==> config.mk <==
export PLATFORM = sky130hd
export DESIGN_NAME = star_mac_learning_forwarder_flat
export DESIGN_NICKNAME = d
export VERILOG_FILES = /design/src/hdl/smlf_pkg.sv /design/src/hdl/smlf_in_if.sv /design/src/hdl/smlf_out_if.sv /design/src/hdl/star_mac_learning_forwarder.sv /design/src/hdl/smlf_front.sv /design/src/hdl/smlf_queue.sv /design/src/hdl/smlf_back.sv /design/src/flat_wrapper.sv
export SDC_FILE = /design/constraint.sdc
export NUM_CORES = 2
export LEC_CHECK = 0
export BUFFER_PORTS_ARGS = -buffer_cell sky130_fd_sc_hd__buf_2
export CAP_MARGIN = 30
export CORE_ASPECT_RATIO = 1.1
export CORE_MARGIN = 10
export CORE_UTILIZATION = 46
export DETAILED_ROUTE_END_ITERATION = 8
export MAX_ROUTING_LAYER = met4
export PLACE_DENSITY_LB_ADDON = 0.08
export SLEW_MARGIN = 5
export SYNTH_ARGS = -nofsm -noshare
export SYNTH_HDL_FRONTEND = slang
export SYNTH_SLANG_ARGS = --single-unit
==> constraint.sdc <==
create_clock -name clk -period 6.85 [get_ports clk]
set_input_delay 0.3425 -clock clk [delete_from_list [all_inputs] [get_ports clk]]
set_output_delay 0.3425 -clock clk [all_outputs]
set_load 0.1 [all_outputs]
==> src/hdl/smlf_pkg.sv <==
// Shared types and constants of the star MAC learning forwarder.
`timescale 1ns / 1ps

package smlf_pkg;

  localparam int MAC_W   = 48;
  localparam int NODE_W  = 3;
  localparam int PORT_W  = 3;
  localparam int ENODE_W = 2;
  localparam int MASK_W  = 4;

  localparam logic [MAC_W-1:0] MAC_BCAST = {MAC_W{1'b1}};

  // Depth of the queue between the classifier and the table engine.
  localparam int QUEUE_DEPTH = 2;
  localparam int QPTR_W      = 1;
  localparam int QCNT_W      = 2;

  // Frame header after classification, as it waits in the queue.
  typedef struct packed {
    logic              valid_node;
    logic              is_hub;
    logic              local_in;
    logic              learn;
    logic              lookup;
    logic [NODE_W-1:0] node;
    logic [MASK_W-1:0] flood_mask;
    logic [MAC_W-1:0]  src;
    logic [MAC_W-1:0]  dst;
  } req_t;

  // Forwarding decision for one frame.
  typedef struct packed {
    logic              to_uplink;
    logic              to_local;
    logic [MASK_W-1:0] port_mask;
    logic              learned;
    logic              dst_known;
    logic              table_full;
  } res_t;

endpackage

==> src/hdl/smlf_in_if.sv <==
// Frame header channel interface.
`timescale 1ns / 1ps

interface smlf_in_if
  import smlf_pkg::*;
();
  logic                     valid;
  logic                     ready;
  logic [NODE_W-1:0]        node_id;
  logic                     from_local;
  logic signed [PORT_W-1:0] in_port;
  logic [MAC_W-1:0]         src_mac;
  logic [MAC_W-1:0]         dst_mac;

  modport source (output valid, node_id, from_local, in_port, src_mac, dst_mac,
                  input ready);
  modport sink (input valid, node_id, from_local, in_port, src_mac, dst_mac,
                output ready);
endinterface

==> src/hdl/smlf_out_if.sv <==
// Forwarding decision channel interface.
`timescale 1ns / 1ps

interface smlf_out_if
  import smlf_pkg::*;
();
  logic              valid;
  logic              ready;
  logic              to_uplink;
  logic              to_local;
  logic [MASK_W-1:0] port_mask;
  logic              learned;
  logic              dst_known;
  logic              table_full;

  modport source (output valid, to_uplink, to_local, port_mask, learned, dst_known,
                  table_full, input ready);
  modport sink (input valid, to_uplink, to_local, port_mask, learned, dst_known,
                table_full, output ready);
endinterface

==> src/hdl/star_mac_learning_forwarder.sv <==
// Top level of the star MAC learning forwarder.
//
//   channel  | direction | payload
//   ---------+-----------+--------------------------------------------------------
//   in_ch    | in        | node_id, from_local, in_port, src_mac, dst_mac
//   out_ch   | out       | to_uplink, to_local, port_mask, learned, dst_known,
//            |           | table_full
//
// An item that needs the table is taken from the queue, then each stored entry
// is read in turn through the single read port of the table memory, the last
// entry is compared and the scan closed, and the engine then learns and registers
// the decision. An item that needs neither learning nor lookup, or meets an empty
// table, skips the scan. Reset is synchronous and active low; it empties the
// queue, the table (through its fill count) and the result register, and needs
// no clearing pass. The input side keeps accepting while the queue has room, so a
// stalled result stalls the input only once the two-entry queue is full.
`timescale 1ns / 1ps

module star_mac_learning_forwarder
  import smlf_pkg::*;
#(
  parameter int NUM_SPOKES  = 4,
  parameter int TABLE_DEPTH = 64
) (
  input  logic        clk,
  input  logic        rst_n,
  smlf_in_if.sink     in_ch,
  smlf_out_if.source  out_ch
);

  localparam int CNT_W = $clog2(TABLE_DEPTH + 1);

  // Classified requests travel from the front end to the table engine.
  logic             q_push;
  logic             q_full;
  req_t             push_req;
  logic             q_vld;
  req_t             q_req;
  logic             q_pop;
  logic [CNT_W-1:0] fill_cnt;

  // The front end decides whether a frame learns, looks up, and how the hub
  // floods, so the engine only has to search and pick.
  smlf_front #(
    .NUM_SPOKES(NUM_SPOKES)
  ) u_front (
    .in_ch (in_ch),
    .q_full(q_full),
    .q_push(q_push),
    .q_req (push_req)
  );

  smlf_queue u_queue (
    .clk     (clk),
    .rst_n   (rst_n),
    .push    (q_push),
    .push_req(push_req),
    .full    (q_full),
    .q_vld   (q_vld),
    .q_req   (q_req),
    .pop     (q_pop)
  );

  // The engine scans only the filled part of the table; entries are appended
  // in order and never evicted, so the fill count doubles as the valid map.
  smlf_back #(
    .TABLE_DEPTH(TABLE_DEPTH)
  ) u_back (
    .clk     (clk),
    .rst_n   (rst_n),
    .q_vld   (q_vld),
    .q_req   (q_req),
    .q_pop   (q_pop),
    .out_ch  (out_ch),
    .fill_cnt(fill_cnt)
  );

  // The table never holds more entries than it has rows.
  a_fill_bound: assert property (@(posedge clk) disable iff (!rst_n)
    fill_cnt <= CNT_W'(TABLE_DEPTH))
    else $error("fill count beyond table depth");

  // Entries are never removed, so the fill count never goes down.
  a_fill_mono: assert property (@(posedge clk) disable iff (!rst_n)
    1'b1 |=> fill_cnt >= $past(fill_cnt))
    else $error("fill count decreased");

  // A full-table report is only possible once every row is in use.
  a_full_flag: assert property (@(posedge clk) disable iff (!rst_n)
    (out_ch.valid && out_ch.table_full) |-> (fill_cnt == CNT_W'(TABLE_DEPTH)))
    else $error("table_full reported with free rows");

  // A known destination needs at least one learned entry.
  a_known_nonempty: assert property (@(posedge clk) disable iff (!rst_n)
    (out_ch.valid && out_ch.dst_known) |-> (fill_cnt != '0))
    else $error("destination known in an empty table");

endmodule

==> src/hdl/smlf_front.sv <==
// Front end: accepts frame headers and classifies them into queue requests.
`timescale 1ns / 1ps

module smlf_front
  import smlf_pkg::*;
#(
  parameter int NUM_SPOKES = 4
) (
  smlf_in_if.sink in_ch,
  input  logic    q_full,
  output logic    q_push,
  output req_t    q_req
);

  logic              valid_node;
  logic              is_hub;
  logic              local_in;
  logic [MASK_W-1:0] flood;

  assign in_ch.ready = !q_full;
  assign q_push      = in_ch.valid && !q_full;

  assign valid_node = int'(in_ch.node_id) <= NUM_SPOKES;
  assign is_hub     = int'(in_ch.node_id) == NUM_SPOKES;
  // The hub has no local access side.
  assign local_in   = in_ch.from_local && !is_hub;

  // A negative incoming port excludes nothing from the flood.
  always_comb begin
    for (int i = 0; i < MASK_W; i++) begin
      flood[i] = (i < NUM_SPOKES) &&
                 (in_ch.in_port[PORT_W-1] || (in_ch.in_port[1:0] != 2'(i)));
    end
  end

  always_comb begin
    q_req.valid_node = valid_node;
    q_req.is_hub     = is_hub;
    q_req.local_in   = local_in;
    q_req.learn      = valid_node && local_in && (in_ch.src_mac != MAC_BCAST);
    q_req.lookup     = valid_node && (in_ch.dst_mac != MAC_BCAST);
    q_req.node       = in_ch.node_id;
    q_req.flood_mask = flood;
    q_req.src        = in_ch.src_mac;
    q_req.dst        = in_ch.dst_mac;
  end

endmodule

==> src/hdl/smlf_queue.sv <==
// Short request queue between the classifier and the table engine.
`timescale 1ns / 1ps

module smlf_queue
  import smlf_pkg::*;
(
  input  logic clk,
  input  logic rst_n,
  input  logic push,
  input  req_t push_req,
  output logic full,
  output logic q_vld,
  output req_t q_req,
  input  logic pop
);

  req_t              slot_r [QUEUE_DEPTH];
  logic [QPTR_W-1:0] wr_ptr_r, wr_ptr_nxt;
  logic [QPTR_W-1:0] rd_ptr_r, rd_ptr_nxt;
  logic [QCNT_W-1:0] cnt_r, cnt_nxt;

  assign full  = cnt_r == QCNT_W'(QUEUE_DEPTH);
  assign q_vld = cnt_r != '0;
  assign q_req = slot_r[rd_ptr_r];

  always_comb begin
    wr_ptr_nxt = push ? wr_ptr_r + 1'b1 : wr_ptr_r;
    rd_ptr_nxt = pop ? rd_ptr_r + 1'b1 : rd_ptr_r;
    cnt_nxt    = cnt_r + QCNT_W'(push) - QCNT_W'(pop);
  end

  always_ff @(posedge clk) begin
    if (!rst_n) begin
      wr_ptr_r <= '0;
      rd_ptr_r <= '0;
      cnt_r    <= '0;
    end else begin
      wr_ptr_r <= wr_ptr_nxt;
      rd_ptr_r <= rd_ptr_nxt;
      cnt_r    <= cnt_nxt;
    end
  end

  always_ff @(posedge clk) begin
    if (push) begin
      slot_r[wr_ptr_r] <= push_req;
    end
  end

endmodule

==> src/hdl/smlf_back.sv <==
// Back end: scans the MAC table, learns, decides forwarding, holds the result.
`timescale 1ns / 1ps

module smlf_back
  import smlf_pkg::*;
#(
  parameter int TABLE_DEPTH = 64
) (
  input  logic             clk,
  input  logic             rst_n,
  input  logic             q_vld,
  input  req_t             q_req,
  output logic             q_pop,
  smlf_out_if.source       out_ch,
  output logic [$clog2(TABLE_DEPTH+1)-1:0] fill_cnt
);

  localparam int AW    = $clog2(TABLE_DEPTH);
  localparam int CNT_W = $clog2(TABLE_DEPTH + 1);

  localparam logic [1:0] ST_IDLE = 2'd0;
  localparam logic [1:0] ST_SCAN = 2'd1;
  localparam logic [1:0] ST_FIN  = 2'd2;

  typedef struct packed {
    logic [MAC_W-1:0]   mac;
    logic [ENODE_W-1:0] node;
  } tbl_ent_t;

  tbl_ent_t tbl_mem [TABLE_DEPTH];

  logic [1:0]         state_r, state_nxt;
  req_t               cur_r, cur_nxt;
  logic [CNT_W-1:0]   issue_r, issue_nxt;
  logic [CNT_W-1:0]   fill_r, fill_nxt;
  logic               rd_vld_r, rd_vld_nxt;
  logic [AW-1:0]      rd_idx_r, rd_idx_nxt;
  tbl_ent_t           rd_data_r;
  logic               src_hit_r, src_hit_nxt;
  logic [AW-1:0]      src_idx_r, src_idx_nxt;
  logic               dst_hit_r, dst_hit_nxt;
  logic [ENODE_W-1:0] dst_node_r, dst_node_nxt;
  logic               out_vld_r, out_vld_nxt;
  res_t               out_r, out_nxt;

  logic               issuing;
  logic               fin_go;
  logic               room;
  logic               learn_hit, learn_new, learn_full, learned;
  logic               self_hit, known;
  logic [ENODE_W-1:0] target;
  logic               wr_en;
  logic [AW-1:0]      wr_addr;
  res_t               res;

  assign fill_cnt = fill_r;
  assign issuing  = (state_r == ST_SCAN) && (issue_r < fill_r);
  assign fin_go   = (state_r == ST_FIN) && (!out_vld_r || out_ch.ready);
  assign q_pop    = (state_r == ST_IDLE) && q_vld;
  assign room     = fill_r < CNT_W'(TABLE_DEPTH);

  // Learning comes first; a destination equal to the source sees the new node.
  always_comb begin
    learn_hit  = cur_r.learn && src_hit_r;
    learn_new  = cur_r.learn && !src_hit_r && room;
    learn_full = cur_r.learn && !src_hit_r && !room;
    learned    = learn_hit || learn_new;
    self_hit   = learned && cur_r.lookup && (cur_r.dst == cur_r.src);
    known      = cur_r.lookup && (self_hit || dst_hit_r);
    target     = self_hit ? cur_r.node[ENODE_W-1:0] : dst_node_r;
    wr_en      = fin_go && learned;
    wr_addr    = learn_hit ? src_idx_r : fill_r[AW-1:0];
  end

  always_comb begin
    res            = '0;
    res.learned    = learned;
    res.dst_known  = known;
    res.table_full = learn_full;
    if (cur_r.valid_node) begin
      if (known) begin
        if (cur_r.is_hub) begin
          res.port_mask = MASK_W'(1) << target;
        end else if ({1'b0, target} == cur_r.node) begin
          res.to_local = !cur_r.local_in;
        end else begin
          res.to_uplink = cur_r.local_in;
        end
      end else if (cur_r.is_hub) begin
        res.port_mask = cur_r.flood_mask;
      end else begin
        res.to_uplink = cur_r.local_in;
        res.to_local  = !cur_r.local_in;
      end
    end
  end

  always_comb begin
    state_nxt    = state_r;
    cur_nxt      = cur_r;
    issue_nxt    = issue_r;
    fill_nxt     = fill_r;
    rd_vld_nxt   = 1'b0;
    rd_idx_nxt   = issue_r[AW-1:0];
    src_hit_nxt  = src_hit_r;
    src_idx_nxt  = src_idx_r;
    dst_hit_nxt  = dst_hit_r;
    dst_node_nxt = dst_node_r;
    out_nxt      = out_r;
    out_vld_nxt  = out_vld_r && !out_ch.ready;

    case (state_r)
      ST_IDLE: begin
        if (q_vld) begin
          cur_nxt     = q_req;
          issue_nxt   = '0;
          src_hit_nxt = 1'b0;
          dst_hit_nxt = 1'b0;
          state_nxt   = ((q_req.learn || q_req.lookup) && (fill_r != '0)) ?
                        ST_SCAN : ST_FIN;
        end
      end
      ST_SCAN: begin
        if (issuing) begin
          issue_nxt  = issue_r + 1'b1;
          rd_vld_nxt = 1'b1;
        end
        if (rd_vld_r) begin
          if (cur_r.learn && (rd_data_r.mac == cur_r.src)) begin
            src_hit_nxt = 1'b1;
            src_idx_nxt = rd_idx_r;
          end
          if (cur_r.lookup && (rd_data_r.mac == cur_r.dst)) begin
            dst_hit_nxt  = 1'b1;
            dst_node_nxt = rd_data_r.node;
          end
        end
        if (!issuing && !rd_vld_r) begin
          state_nxt = ST_FIN;
        end
      end
      ST_FIN: begin
        if (fin_go) begin
          out_nxt     = res;
          out_vld_nxt = 1'b1;
          fill_nxt    = fill_r + CNT_W'(learn_new);
          state_nxt   = ST_IDLE;
        end
      end
      default: begin
        state_nxt = ST_IDLE;
      end
    endcase
  end

  always_ff @(posedge clk) begin
    if (!rst_n) begin
      state_r   <= ST_IDLE;
      fill_r    <= '0;
      rd_vld_r  <= 1'b0;
      out_vld_r <= 1'b0;
    end else begin
      state_r   <= state_nxt;
      fill_r    <= fill_nxt;
      rd_vld_r  <= rd_vld_nxt;
      out_vld_r <= out_vld_nxt;
    end
  end

  always_ff @(posedge clk) begin
    cur_r      <= cur_nxt;
    issue_r    <= issue_nxt;
    rd_idx_r   <= rd_idx_nxt;
    src_hit_r  <= src_hit_nxt;
    src_idx_r  <= src_idx_nxt;
    dst_hit_r  <= dst_hit_nxt;
    dst_node_r <= dst_node_nxt;
    out_r      <= out_nxt;
  end

  // Table memory: one write port, one registered read port.
  always_ff @(posedge clk) begin
    if (wr_en) begin
      tbl_mem[wr_addr] <= '{mac: cur_r.src, node: cur_r.node[ENODE_W-1:0]};
    end
  end

  always_ff @(posedge clk) begin
    rd_data_r <= tbl_mem[issue_r[AW-1:0]];
  end

  assign out_ch.valid      = out_vld_r;
  assign out_ch.to_uplink  = out_r.to_uplink;
  assign out_ch.to_local   = out_r.to_local;
  assign out_ch.port_mask  = out_r.port_mask;
  assign out_ch.learned    = out_r.learned;
  assign out_ch.dst_known  = out_r.dst_known;
  assign out_ch.table_full = out_r.table_full;

endmodule
==> src/flat_wrapper.sv <==
// flat-port wrapper written by rule: the top's interface ports become plain ports
module star_mac_learning_forwarder_flat import smlf_pkg::*;
#(
  parameter int NUM_SPOKES  = 4,
  parameter int TABLE_DEPTH = 64
)
  (clk, rst_n, in_ch_valid, in_ch_node_id, in_ch_from_local, in_ch_in_port, in_ch_src_mac, in_ch_dst_mac, in_ch_ready, out_ch_valid, out_ch_to_uplink, out_ch_to_local, out_ch_port_mask, out_ch_learned, out_ch_dst_known, out_ch_table_full, out_ch_ready);
  smlf_in_if in_ch_i ();
  smlf_out_if out_ch_i ();
  input  logic clk;
  input  logic rst_n;
  input wire logic [$bits(in_ch_i.valid)-1:0] in_ch_valid;
  input wire logic [$bits(in_ch_i.node_id)-1:0] in_ch_node_id;
  input wire logic [$bits(in_ch_i.from_local)-1:0] in_ch_from_local;
  input wire logic [$bits(in_ch_i.in_port)-1:0] in_ch_in_port;
  input wire logic [$bits(in_ch_i.src_mac)-1:0] in_ch_src_mac;
  input wire logic [$bits(in_ch_i.dst_mac)-1:0] in_ch_dst_mac;
  output wire logic [$bits(in_ch_i.ready)-1:0] in_ch_ready;
  output wire logic [$bits(out_ch_i.valid)-1:0] out_ch_valid;
  output wire logic [$bits(out_ch_i.to_uplink)-1:0] out_ch_to_uplink;
  output wire logic [$bits(out_ch_i.to_local)-1:0] out_ch_to_local;
  output wire logic [$bits(out_ch_i.port_mask)-1:0] out_ch_port_mask;
  output wire logic [$bits(out_ch_i.learned)-1:0] out_ch_learned;
  output wire logic [$bits(out_ch_i.dst_known)-1:0] out_ch_dst_known;
  output wire logic [$bits(out_ch_i.table_full)-1:0] out_ch_table_full;
  input wire logic [$bits(out_ch_i.ready)-1:0] out_ch_ready;
  assign in_ch_i.valid = in_ch_valid;
  assign in_ch_i.node_id = in_ch_node_id;
  assign in_ch_i.from_local = in_ch_from_local;
  assign in_ch_i.in_port = in_ch_in_port;
  assign in_ch_i.src_mac = in_ch_src_mac;
  assign in_ch_i.dst_mac = in_ch_dst_mac;
  assign in_ch_ready = in_ch_i.ready;
  assign out_ch_valid = out_ch_i.valid;
  assign out_ch_to_uplink = out_ch_i.to_uplink;
  assign out_ch_to_local = out_ch_i.to_local;
  assign out_ch_port_mask = out_ch_i.port_mask;
  assign out_ch_learned = out_ch_i.learned;
  assign out_ch_dst_known = out_ch_i.dst_known;
  assign out_ch_table_full = out_ch_i.table_full;
  assign out_ch_i.ready = out_ch_ready;
  star_mac_learning_forwarder #(.NUM_SPOKES(NUM_SPOKES), .TABLE_DEPTH(TABLE_DEPTH)) u_core (.clk(clk), .rst_n(rst_n), .in_ch(in_ch_i), .out_ch(out_ch_i));
endmodule
==> out/metrics.yaml <==
status: "finished, final reports clean"
worstMarginPinSlew_ps: 1170
post-place-cells: 9650
dpl_cell_area_um2: 145000
synth_top_flop_cell: "edfxtp_1"
cts_tree: "done"
die_area_um2: 321000
instances_no_fill: 10400
dp_hpwl_mm: 212
root_buffer: "clkbuf_16"
grt_max_degree: 120
grt_pass1_vias: 65300
drc: 0
cp-end-kind: "flip-flop"
timing.final.crit_share: 0.644
cap_violations: 0
setup_viol: 0
io-pin-count: 118
wl_per_cell_um: 34.8
routabilityCongestion: 0.856
min_period_ps: 4410
power.density_nw_per_um2: 411
relSlewSlack: 0.221
worst_slack_ps: 2440
start_util: 0.462
worst_hold_slack_ps: 139
fmax_mhz: 227
rr_endpoint: "u_core.u_back.tbl_mem[29][42]"
port_buffers: 117
p_leak_nw: 48.9
hold_violations: 0
synth_area_um2: 137000
core_um2: 297000
layout_common_cells: "edfxtp_1, mux4_2, clkbuf_16"
drt.antenna.violating_nets: 0
min_path_cells: 2
register_area_um2: 108000
drt_iter0_markers: 7093
synth_fp_nets: 5768
wirelength_mm: 364
synth_cell_types: 54
irDropWorstVdd_mv: 0.270
stdcell_area_um2: 158000
yosysSeqAreaShare: 0.788
rsz0062_at_grt: "false"
grt_usage: 0.231
vias_per_cell: 6.05
cp_data_required_time_ps: 7420
slew_violations: 0
cp.arrival_ps: 4970
r2r-start: "u_core.u_back.cur_r[104]"
ys_warn_count: 0
cts-resized-gates: 0
cts.sinks: 3622
die_x_um: 541
final_nets: 6336
fp.dieH_um: 593
reg2reg_slack_ps: 2440
dp_slack_ps: 2500
synth_edf_count: 3550
startpoint_type: "flip-flop"
syn_inst: 5650
fill_cells: 22700
overflow: 0
antenna_found_initial: 15
clk_latency_ps: 940
async_flop_share: 0
cts_buffer_depth: 4
cts_buffers: 369
fin_worst_skew_ps: 34.9
crit_path_max_fanout: 31
rows: 210
multi_input_area_um2: 28400
fin_setup_tns_ps: 0
hold_start: "in_ch_src_mac[38]"
holdPathEnd: "u_core.u_queue.slot_r[0][86]"
drive_gt1_frac: 0.315
reg2reg_depth: 6
num_vias: 63200
grt_pass1_wl_mm: 513
cts_max_level: 5
holdCritPathClass: "in2reg"
synth.ff_latch_count: 3622
syn2layout_area_growth_pct: 14.9
path_clk_slew_ps: 60
dr.pass1.iters: 5
syn_avg_cell_area_um2: 24.3
final_common_cell: "edfxtp_1"
crit_type: "reg2reg"
==> worst max-delay path, stage by stage, from the launching register on <==
cell and delay, ps:
edfxtp_1 450, nand2_1 460, mux2i_1 580, nand3b_1 400, or3_1 720, nor2_4 770, buf_4 570
==> sequential cells by signal, summed over array words and instances (netlist names), 2 cells and up, named ones only <==
name,count
u_core.u_back.issue_r,7
u_core.u_back.state_r,2
u_core.u_queue.slot_r,216
u_core.u_back.fill_cnt,7
u_core.u_back.src_idx_r,6
u_core.u_back.rd_idx_r,6
u_core.u_back.out_ch.port_mask,4
u_core.u_back.rd_data_r,50
u_core.u_back.tbl_mem,3200
u_core.u_back.dst_node_r,2
u_core.u_back.cur_r,108
u_core.u_queue.cnt_r,2
==> cell type report <==
| cell class | instances | area share |
|---|---|---|
| multi-input combinational | 1736 | 0.180 |
| clock buffer | 485 | 0.0628 |
| inverter | 27 | 0.000643 |
| sequential | 3622 | 0.685 |
| tap | 3922 | 0.0311 |
| clock inverter | 190 | 0.0111 |
| antenna | 5 | 0.0000794 |
| timing repair buffer | 462 | 0.0284 |
==> Yosys cell counts (all sizes together) (6+ instances only) <==
cell,number,share of area
edfxtp,3550,0.78
mux4,1000,0.16
clkbuf,151,0.0041
buf,114,0.0043
mux2,111,0.0091
a22oi,100,0.0055
nor2,99,0.0027
xor2,95,0.0061
nand2,74,0.0020
dfxtp,72,0.011
xnor2,52,0.0033
nand4,45,0.0021
nor4,31,0.0015
inv,27,0.00074
nand3,21,0.00077
ha,11,0.0010
mux2i,9,0.00066
a21oi,7,0.00026
nor3b,7,0.00038
a31o,6,0.00038
and2,6,0.00027
nor3,6,0.00022
==> worst max-delay path by stage <==
stage,start,to
finish,u_core.u_back.cur_r[104],u_core.u_back.tbl_mem[29][42]
global route,u_core.u_back.cur_r[104],u_core.u_back.tbl_mem[9][6]
CTS,u_core.u_back.cur_r[104],u_core.u_back.tbl_mem[9][43]
detailed placement,u_core.u_back.cur_r[104],u_core.u_back.tbl_mem[9][11]
global placement,u_core.u_back.issue_r[0],u_core.u_back.rd_data_r[37]
floorplan,u_core.u_queue.cnt_r[0],u_core.u_queue.slot_r[0][0]
==> kinds of logic (layout without fill, tap and decap cells) <==
group | count (synthesis) | after routing | share of synthesized area
AOI/OAI and AO/OA | 143 | 143 | 0.00777
xor gates and xnor gates | 147 | 147 | 0.00938
buffers and inverters | 292 | 1164 | 0.00917
and+or+nand+nor | 315 | 315 | 0.0112
other | 0 | 5 | 0
DFF | 3622 | 3622 | 0.788
adders and majority gates | 11 | 11 | 0.00100
muxes | 1120 | 1120 | 0.174
==> per-layer routing <==
metal / GRT usage / part of all wire
met5: - / 0
met3: 0.0318 / 0.062
met1: 0.324 / 0.43
met4: 0.0513 / 0.023
met2: 0.368 / 0.49
==> where the power goes <==
part | total (W) | leakage, nW | switching, W | internal, W
registers | 0.0288 | 32.6 | 0.00116 | 0.0276
logic | 0.0164 | 10.6 | 0.0102 | 0.00618
clock network | 0.0196 | 5.71 | 0.00842 | 0.0112
==> through the flow <==
step,utilization,power [W]
3_5_place_dp,0.487,0.0457
2_1_floorplan,-,0.0385
3_3_place_gp,0.484,0.0454
5_1_grt,0.530,0.0669
6_report,0.530,0.0647
4_1_cts,0.530,0.0653
==> timing repair <==
item,CTS,global route
hold buffers,107,0
endpoints found under the hold margin,222,0
buffers inserted,0,0
Power figures use the tool's default switching activity.
